## config.mk

```make
export PLATFORM = sky130hd
export DESIGN_NAME = motor_state_shift_chain_driver
export DESIGN_NICKNAME = d
export VERILOG_FILES = /design/src/rtl/mssc_pkg.sv /design/src/rtl/motor_state_shift_chain_driver.sv /design/src/rtl/mssc_ctrl.sv /design/src/rtl/mssc_datapath.sv
export VERILOG_INCLUDE_DIRS = /design/src /design/src/rtl
export SDC_FILE = /design/constraint.sdc
export NUM_CORES = 1
export LEC_CHECK = 0
export BUFFER_PORTS_ARGS = -buffer_cell sky130_fd_sc_hd__buf_2
export CORE_MARGIN = 5
export CORE_UTILIZATION = 55
export CTS_CLUSTER_SIZE = 28
export DETAILED_ROUTE_END_ITERATION = 8
export GPL_ROUTABILITY_DRIVEN = 1
export PLACE_DENSITY = 0.76
export SETUP_SLACK_MARGIN = 0.2
export SLEW_MARGIN = 10
export SYNTH_ARGS = -nofsm -noshare
export SYNTH_HDL_FRONTEND = slang
export SYNTH_SLANG_ARGS = --single-unit
```

## constraint.sdc

```tcl
create_clock -name i_clk -period 2.67 [get_ports i_clk]
set_input_delay 0.267 -clock i_clk [delete_from_list [all_inputs] [get_ports i_clk]]
set_output_delay 0.267 -clock i_clk [all_outputs]
set_load 0.02 [all_outputs]
```

## src/rtl/motor_state_shift_chain_driver_assert.svh

```systemverilog
// ----------------------------------------------------------------------------
// motor state shift chain driver assertion macros
// shared property forms for the concurrent checks of the driver
// ----------------------------------------------------------------------------
`ifndef MOTOR_STATE_SHIFT_CHAIN_DRIVER_ASSERT_SVH
`define MOTOR_STATE_SHIFT_CHAIN_DRIVER_ASSERT_SVH

// same-cycle implication, held off during reset
`define MSSC_ASSERT_IMPLY(label, clk, rst_n, ante, cons, msg) \
    label: assert property (@(posedge clk) disable iff (!rst_n) (ante) |-> (cons)) \
        else $error(msg);

// next-cycle implication, held off during reset
`define MSSC_ASSERT_NEXT(label, clk, rst_n, ante, cons, msg) \
    label: assert property (@(posedge clk) disable iff (!rst_n) (ante) |=> (cons)) \
        else $error(msg);

`endif

```

## src/rtl/mssc_pkg.sv

```systemverilog
// ----------------------------------------------------------------------------
// mssc_pkg
// request kinds, fill constants and controller/datapath interface structs
// ----------------------------------------------------------------------------
`timescale 1ns / 1ps

package mssc_pkg;

    localparam logic [1:0] KIND_SET  = 2'd0;
    localparam logic [1:0] KIND_STOP = 2'd1;
    localparam logic [1:0] KIND_OPEN = 2'd2;
    localparam logic [1:0] KIND_PUSH = 2'd3;

    localparam logic [1:0] STATUS_MASK = 2'b11;
    localparam logic [7:0] BYTE_ONES   = 8'hFF;

    typedef struct packed {
        logic load;
        logic write_set;
        logic fill;
        logic emit_ack;
        logic emit_bit;
        logic step;
    } t_ctrl_cmd;

    typedef struct packed {
        logic shift_last;
    } t_ctrl_sts;

endpackage

```

## src/rtl/motor_state_shift_chain_driver.sv

```systemverilog
// ----------------------------------------------------------------------------
// motor_state_shift_chain_driver: set-motor request loads, writes its status pair, then answers
// stop, open and push requests fill, then give 8 * modules results, one a cycle
// next start accepted once busy drops
// sync active-low reset clears every module byte and sets modules in use to 1
// ----------------------------------------------------------------------------
`timescale 1ns / 1ps

`include "motor_state_shift_chain_driver_assert.svh"

module motor_state_shift_chain_driver #(
    parameter int MAX_MODULES = 8
) (
    input  logic       i_clk,
    input  logic       i_rst_n,
    input  logic       start,
    output logic       busy,
    input  logic [1:0] i_kind,
    input  logic [4:0] i_motor_index,
    input  logic [1:0] i_motor_status,
    input  logic       i_cfg_valid,
    output logic       o_cfg_ready,
    input  logic [3:0] i_cfg_data,
    output logic       o_result_valid,
    output logic       o_serial_bit,
    output logic       o_last_bit,
    output logic       o_accepted,
    output logic       o_all_stopped
);

    mssc_pkg::t_ctrl_cmd cmd;
    mssc_pkg::t_ctrl_sts sts;

    mssc_ctrl u_ctrl (
        .i_clk   (i_clk),
        .i_rst_n (i_rst_n),
        .i_start (start),
        .i_kind  (i_kind),
        .i_sts   (sts),
        .o_cmd   (cmd),
        .o_busy  (busy)
    );

    mssc_datapath #(
        .MAX_MODULES (MAX_MODULES)
    ) u_datapath (
        .i_clk          (i_clk),
        .i_rst_n        (i_rst_n),
        .i_cmd          (cmd),
        .o_sts          (sts),
        .i_kind         (i_kind),
        .i_motor_index  (i_motor_index),
        .i_motor_status (i_motor_status),
        .i_cfg_valid    (i_cfg_valid),
        .i_cfg_data     (i_cfg_data),
        .o_result_valid (o_result_valid),
        .o_serial_bit   (o_serial_bit),
        .o_last_bit     (o_last_bit),
        .o_accepted     (o_accepted),
        .o_all_stopped  (o_all_stopped)
    );

    assign o_cfg_ready = 1'b1;

    `MSSC_ASSERT_NEXT(a_start_busy, i_clk, i_rst_n, start && !busy, busy, "busy not raised")
    `MSSC_ASSERT_IMPLY(a_last_idle, i_clk, i_rst_n, o_result_valid && o_last_bit, !busy, "still busy after final bit")
    `MSSC_ASSERT_IMPLY(a_last_strobe, i_clk, i_rst_n, o_last_bit, o_result_valid && o_accepted, "last bit outside a shift result")
    `MSSC_ASSERT_IMPLY(a_bit_strobe, i_clk, i_rst_n, o_serial_bit, o_result_valid && o_accepted, "data bit outside a shift result")

endmodule

```

## src/rtl/mssc_ctrl.sv

```systemverilog
// ----------------------------------------------------------------------------
// mssc_ctrl
// sequencer: decodes a request, then runs the set or fill-and-shift steps
// ----------------------------------------------------------------------------
`timescale 1ns / 1ps

module mssc_ctrl (
    input  logic               i_clk,
    input  logic               i_rst_n,
    input  logic               i_start,
    input  logic [1:0]         i_kind,
    input  mssc_pkg::t_ctrl_sts i_sts,
    output mssc_pkg::t_ctrl_cmd o_cmd,
    output logic               o_busy
);

    typedef enum logic [4:0] {
        S_IDLE  = 5'b00001,
        S_SET   = 5'b00010,
        S_ACK   = 5'b00100,
        S_FILL  = 5'b01000,
        S_SHIFT = 5'b10000
    } t_state;

    t_state r_state;
    t_state n_state;

    always_ff @(posedge i_clk) begin
        if (!i_rst_n) begin
            r_state <= S_IDLE;
        end else begin
            r_state <= n_state;
        end
    end

    always_comb begin
        n_state = r_state;
        o_cmd   = '0;
        case (r_state)
            S_IDLE: begin
                if (i_start) begin
                    o_cmd.load = 1'b1;
                    n_state    = (i_kind == mssc_pkg::KIND_SET) ? S_SET : S_FILL;
                end
            end
            S_SET: begin
                o_cmd.write_set = 1'b1;
                n_state         = S_ACK;
            end
            S_ACK: begin
                o_cmd.emit_ack = 1'b1;
                n_state        = S_IDLE;
            end
            S_FILL: begin
                o_cmd.fill = 1'b1;
                n_state    = S_SHIFT;
            end
            S_SHIFT: begin
                o_cmd.emit_bit = 1'b1;
                o_cmd.step     = 1'b1;
                if (i_sts.shift_last) begin
                    n_state = S_IDLE;
                end
            end
            default: begin
                n_state = S_IDLE;
            end
        endcase
    end

    assign o_busy = (r_state != S_IDLE);

endmodule

```

## src/rtl/mssc_datapath.sv

```systemverilog
// ----------------------------------------------------------------------------
// mssc_datapath
// module byte store, set/fill update, bit shifter and result register
// ----------------------------------------------------------------------------
`timescale 1ns / 1ps

module mssc_datapath #(
    parameter int MAX_MODULES = 8
) (
    input  logic                i_clk,
    input  logic                i_rst_n,
    input  mssc_pkg::t_ctrl_cmd i_cmd,
    output mssc_pkg::t_ctrl_sts o_sts,
    input  logic [1:0]          i_kind,
    input  logic [4:0]          i_motor_index,
    input  logic [1:0]          i_motor_status,
    input  logic                i_cfg_valid,
    input  logic [3:0]          i_cfg_data,
    output logic                o_result_valid,
    output logic                o_serial_bit,
    output logic                o_last_bit,
    output logic                o_accepted,
    output logic                o_all_stopped
);

    localparam int         AW    = (MAX_MODULES > 1) ? $clog2(MAX_MODULES) : 1;
    localparam logic [3:0] MAX_N = 4'(MAX_MODULES);

    logic [3:0]    r_cfg;
    logic [7:0]    r_bytes [MAX_MODULES];
    logic [AW-1:0] r_addr;
    logic [2:0]    r_bit;
    logic [1:0]    r_kind;
    logic [1:0]    r_slot;
    logic [1:0]    r_status;
    logic          r_ok;

    logic          r_strobe;
    logic          r_serial;
    logic          r_last;
    logic          r_acc;
    logic          r_idle;

    logic [3:0]    n_active;
    logic [7:0]    sel_byte;
    logic [7:0]    set_mask;
    logic [7:0]    set_val;
    logic          cur_bit;
    logic          shift_last;
    logic          chain_idle;

    // zero modules counts as one, oversize saturates
    always_comb begin
        if (r_cfg == 4'd0) begin
            n_active = 4'd1;
        end else if (r_cfg > MAX_N) begin
            n_active = MAX_N;
        end else begin
            n_active = r_cfg;
        end
    end

    always_ff @(posedge i_clk) begin
        if (!i_rst_n) begin
            r_cfg <= 4'd1;
        end else if (i_cfg_valid) begin
            r_cfg <= i_cfg_data;
        end
    end

    assign sel_byte   = r_bytes[r_addr];
    assign set_mask   = 8'(mssc_pkg::STATUS_MASK) << {r_slot, 1'b0};
    assign set_val    = 8'(r_status) << {r_slot, 1'b0};
    assign cur_bit    = sel_byte[r_bit];
    assign shift_last = (r_addr == '0) && (r_bit == 3'd0);

    // only bytes in use count toward the idle flag
    always_comb begin
        chain_idle = 1'b1;
        for (int m = 0; m < MAX_MODULES; m++) begin
            if ((4'(m) < n_active) && (r_bytes[m] != 8'd0)) begin
                chain_idle = 1'b0;
            end
        end
    end

    always_ff @(posedge i_clk) begin
        if (!i_rst_n) begin
            for (int m = 0; m < MAX_MODULES; m++) begin
                r_bytes[m] <= 8'd0;
            end
        end else if (i_cmd.write_set) begin
            if (r_ok) begin
                r_bytes[r_addr] <= (sel_byte & ~set_mask) | set_val;
            end
        end else if (i_cmd.fill) begin
            for (int m = 0; m < MAX_MODULES; m++) begin
                if (4'(m) < n_active) begin
                    case (r_kind)
                        mssc_pkg::KIND_STOP: r_bytes[m] <= 8'd0;
                        mssc_pkg::KIND_OPEN: r_bytes[m] <= mssc_pkg::BYTE_ONES;
                        mssc_pkg::KIND_PUSH: r_bytes[m] <= r_bytes[m];
                        default:             r_bytes[m] <= r_bytes[m];
                    endcase
                end
            end
        end
    end

    always_ff @(posedge i_clk) begin
        if (i_cmd.load) begin
            r_kind   <= i_kind;
            r_slot   <= i_motor_index[1:0];
            r_status <= i_motor_status;
            r_ok     <= ({1'b0, i_motor_index[4:2]} < n_active);
            r_addr   <= AW'(i_motor_index[4:2]);
        end else if (i_cmd.fill) begin
            r_addr <= AW'(n_active - 4'd1);
            r_bit  <= 3'd7;
        end else if (i_cmd.step) begin
            if (r_bit == 3'd0) begin
                r_bit  <= 3'd7;
                r_addr <= r_addr - 1'b1;
            end else begin
                r_bit <= r_bit - 3'd1;
            end
        end
    end

    always_ff @(posedge i_clk) begin
        if (!i_rst_n) begin
            r_strobe <= 1'b0;
        end else begin
            r_strobe <= i_cmd.emit_ack | i_cmd.emit_bit;
        end
    end

    always_ff @(posedge i_clk) begin
        r_serial <= i_cmd.emit_bit & cur_bit;
        r_last   <= i_cmd.emit_bit & shift_last;
        r_acc    <= i_cmd.emit_bit | (i_cmd.emit_ack & r_ok);
        r_idle   <= chain_idle;
    end

    assign o_sts.shift_last = shift_last;
    assign o_result_valid   = r_strobe;
    assign o_serial_bit     = r_serial;
    assign o_last_bit       = r_last;
    assign o_accepted       = r_acc;
    assign o_all_stopped    = r_idle;

endmodule
```

==> run summary <==
maximum vdd drop -> 294 uV
Avg Cell Area, Syn -> 12.3 sq um
vias in the first global route -> 3,443
Synth cell types -> 52
core area -> 8300 sq um
count leader, synth -> edfxtp_1
WHS Path Cells -> 1
Net Switching -> 0.965 mW
max-slew violation count -> 0
clock network power share -> 28.4%
final wirelength -> 11,500 um
Post-synth EDFFs -> 77
outcome -> completed
pin count of the biggest net entering global routing -> 22
Initial Util -> 57.0%
fin crit period -> 2320 ps
yosys warns -> 0
Fin. Hold Viols -> 0
Sw Ratio -> 29.3%
multiplexer share of the synthesized area -> 11.8%
Leakage -> 1.95 nW
post-detail-place hpwl -> 8730 um
area of the multi-input gates -> 1980 sq um
routability congestion estimate -> 1.06
Slew HR -> 36.9%
Num Clock Sinks -> 94
post-synthesis sequential area ratio -> 56.1%
Die X -> 103 um
Layout Nets -> 437
top cell type's share of synthesized area -> 48.9%
Rows -> 33
combinational family with the most area after synthesis -> compound AO/OA/AOI/OAI gates
final setup violation count -> 0
worst path arrival time -> 2560 ps
# fillers -> 630
CTS Buffer Depth -> 2
DR iter-0 viols -> 279
power density over the cells -> 637 nW/um^2
Tightest Pin Transition -> 937 ps
drt drc -> 0
Post-Synthesis Cell Area -> 4730 sq um
Synth area leaders -> edfxtp_1 (49%), dfxtp_1 (7.2%), o21ai_0 (6.2%), mux2_2 (3.3%), mux4_2 (3.3%)
max cap viols -> 0
initial antenna violation count -> 0
num ports -> 24
antenna-violating nets left -> 0
critical path capture point type -> flop
Crit Path Max Fanout -> 11
layout cells sized above 1 -> 22.9%
highest achievable clock rate -> 432 MHz
WL/cell -> 22.0 um
routed vias/inst -> 6.62
gr usage total -> 23.2%
Post-Syn Nets -> 408
Final Util -> 62.4%
CTS tree -> built
complex-gate fraction of the synthesized area -> 15.6%
Synth Area in XOR/XNOR -> 0.370%
Synth Flop Type -> edfxtp_1
global-route wire length before repair -> 18,100 um
Worst-path clk slew -> 90 ps
FFs w/ async S/R, synth -> 0%
CP Data Required Time -> 2920 ps
crit path kind -> flop to flop
Internal Pwr Total -> 2.34 mW
vias post-DR -> 3,476
Area Growth Syn to Fin -> 9.47%
area share of and/or/nand/nor cells after synthesis -> 12.7%
Post-CTS Setup Bufs -> 0
Clk Latency, worst-skew pair -> 360 ps
H-tree depth -> 3
startpoint types -> flop
worst hold slack -> 83.0 ps
Port Buffers -> 22
Post-synth top cells -> edfxtp_1 (77), o21ai_0 (59), nand2_1 (34)
synthesis-stage register bit count -> 94
power share of the sequential group -> 52.8%
synthesized instance count -> 386
Remaining Overflow, GRT -> 0
RSZ-0062 raised after global routing -> false
post-synthesis adder-cell area fraction -> 1.32%
R2R depth -> 8
Setup Skew -> 11.9 ps
Ant. Diodes -> 0
Root Buffer -> clkbuf_8
FF/Latch Area -> 2650 sq um
Detailed Routing Iterations Pass 1 -> 5
Final TNS setup -> 0 ps
HP Class -> input port to flop
Comb power frac -> 18.8%
Yosys top cell by area -> edfxtp_1
crit share post-route -> 86.8%
die footprint -> 10,600 sq um
CTS buffer count -> 9
Die Height -> 103 um
## through the flow
stage               setup WS, ps  cell area [sq um]  total power [mW]  std cells
CTS                          262               5180              3.29        525
finish                       353               5180              3.30        525
detailed placement           192               4980              2.38        509
floorplan                    264               4730              2.17        386
global placement             341               4980              2.36        509
global route                 212               5180              3.42        525
## cells in the final DEF, fill, tap and decap left out, types with 3 or more instances in the layout
master / Yosys / final
dfxtp_1: 17 / 17
mux2_2: 14 / 14
nor3_1: 3 / 3
a21oi_1: 9 / 9
o22ai_1: 4 / 4
ha_1: 5 / 5
nor2b_1: 8 / 8
inv_1: 5 / 5
buf_4: 1 / 11
clkbuf_8: 0 / 10
o21ai_2: 17 / 18
mux4_2: 7 / 7
buf_2: 4 / 22
o21ai_0: 59 / 58
edfxtp_1: 77 / 77
o211ai_1: 6 / 6
nand3_1: 9 / 9
o21ai_1: 5 / 5
nor2_1: 12 / 12
mux4_1: 5 / 5
nor4_1: 20 / 20
nand2_1: 34 / 34
mux2i_1: 11 / 11
nand2b_1: 7 / 7
## logic make-up after synthesis
group / Yosys count
other: 1
AOI/OAI and AO/OA: 116
muxes: 37
and+or+nand+nor: 111
buffers and inverters: 20
DFF: 94
adders and majority gates: 5
xor gates and xnor gates: 2
## path summary, 6_finish.rpt
path                startpoint                      to  slack [ps]
min reg2reg  u_ctrl.r_state[1]   u_datapath.o_accepted         510
max reg2reg  u_ctrl.r_state[0]                    flop         350
max          u_ctrl.r_state[0]                    flop         350
min          i_motor_status[0]  u_datapath.r_status[0]          80
## layout make-up
| cell class | instances | area share, % |
|---|---|---|
| Clock buffer | 11 | 3.14 |
| Clock inverter | 5 | 0.725 |
| Inverter | 5 | 0.362 |
| Multi-Input combinational cell | 272 | 38.3 |
| Sequential cell | 94 | 51.2 |
| Tap cell | 105 | 2.54 |
| Timing Repair Buffer | 33 | 3.72 |
## per-layer routing
metal | part of all wire [%] | global-route usage (%) | up-vias
li1 | - | - | 1576
met1 | 40 | 29.6 | 1660
met2 | 48 | 38.3 | 211
met3 | 9.6 | 5.89 | 29
met4 | 2.9 | 9.16 | 0
met5 | 0 | 0 | -
## flip-flops by register name, indices dropped and copies added, names as in the netlist, named ones only
| name | cells |
|---|---|
| u_datapath.r_cfg | 4 |
| u_datapath.o_all_stopped | 1 |
| u_datapath.r_bit | 3 |
| u_datapath.r_addr | 3 |
| u_datapath.r_slot | 2 |
| u_datapath.r_ok | 1 |
| u_datapath.o_result_valid | 1 |
| u_datapath.o_last_bit | 1 |
| u_datapath.o_accepted | 1 |
| u_datapath.r_bytes | 64 |
| u_ctrl.r_state | 5 |
| u_datapath.o_serial_bit | 1 |
| u_datapath.r_kind | 2 |
| u_datapath.r_status | 2 |
## critical path, stage by stage (launching register included)
cell     delay [ps]
dfxtp_1         370
nor3_2          370
nand2_1         370
nor2_1          180
a21oi_1          60
ha_1            230
nor3_1          200
o31ai_1         120
mux2_2          310
## what timing repair did
item,CTS,global route
gates cloned,0,0
hold buffers,0,0
resized for setup,1,1
hold endpoints to repair,0,0
setup endpoints to repair,1,7
## power by group through the flow
stage / sequential, mW / clock, mW / combinational [mW]
after floorplan: 1.72 / 0 / 0.446
after global placement: 1.77 / 0 / 0.592
after detailed placement: 1.77 / 0 / 0.606
after CTS: 1.74 / 0.944 / 0.611
after global routing: 1.75 / 1.00 / 0.666
final: 1.74 / 0.937 / 0.621
No activity file was read; power rests on OpenSTA's default activity.
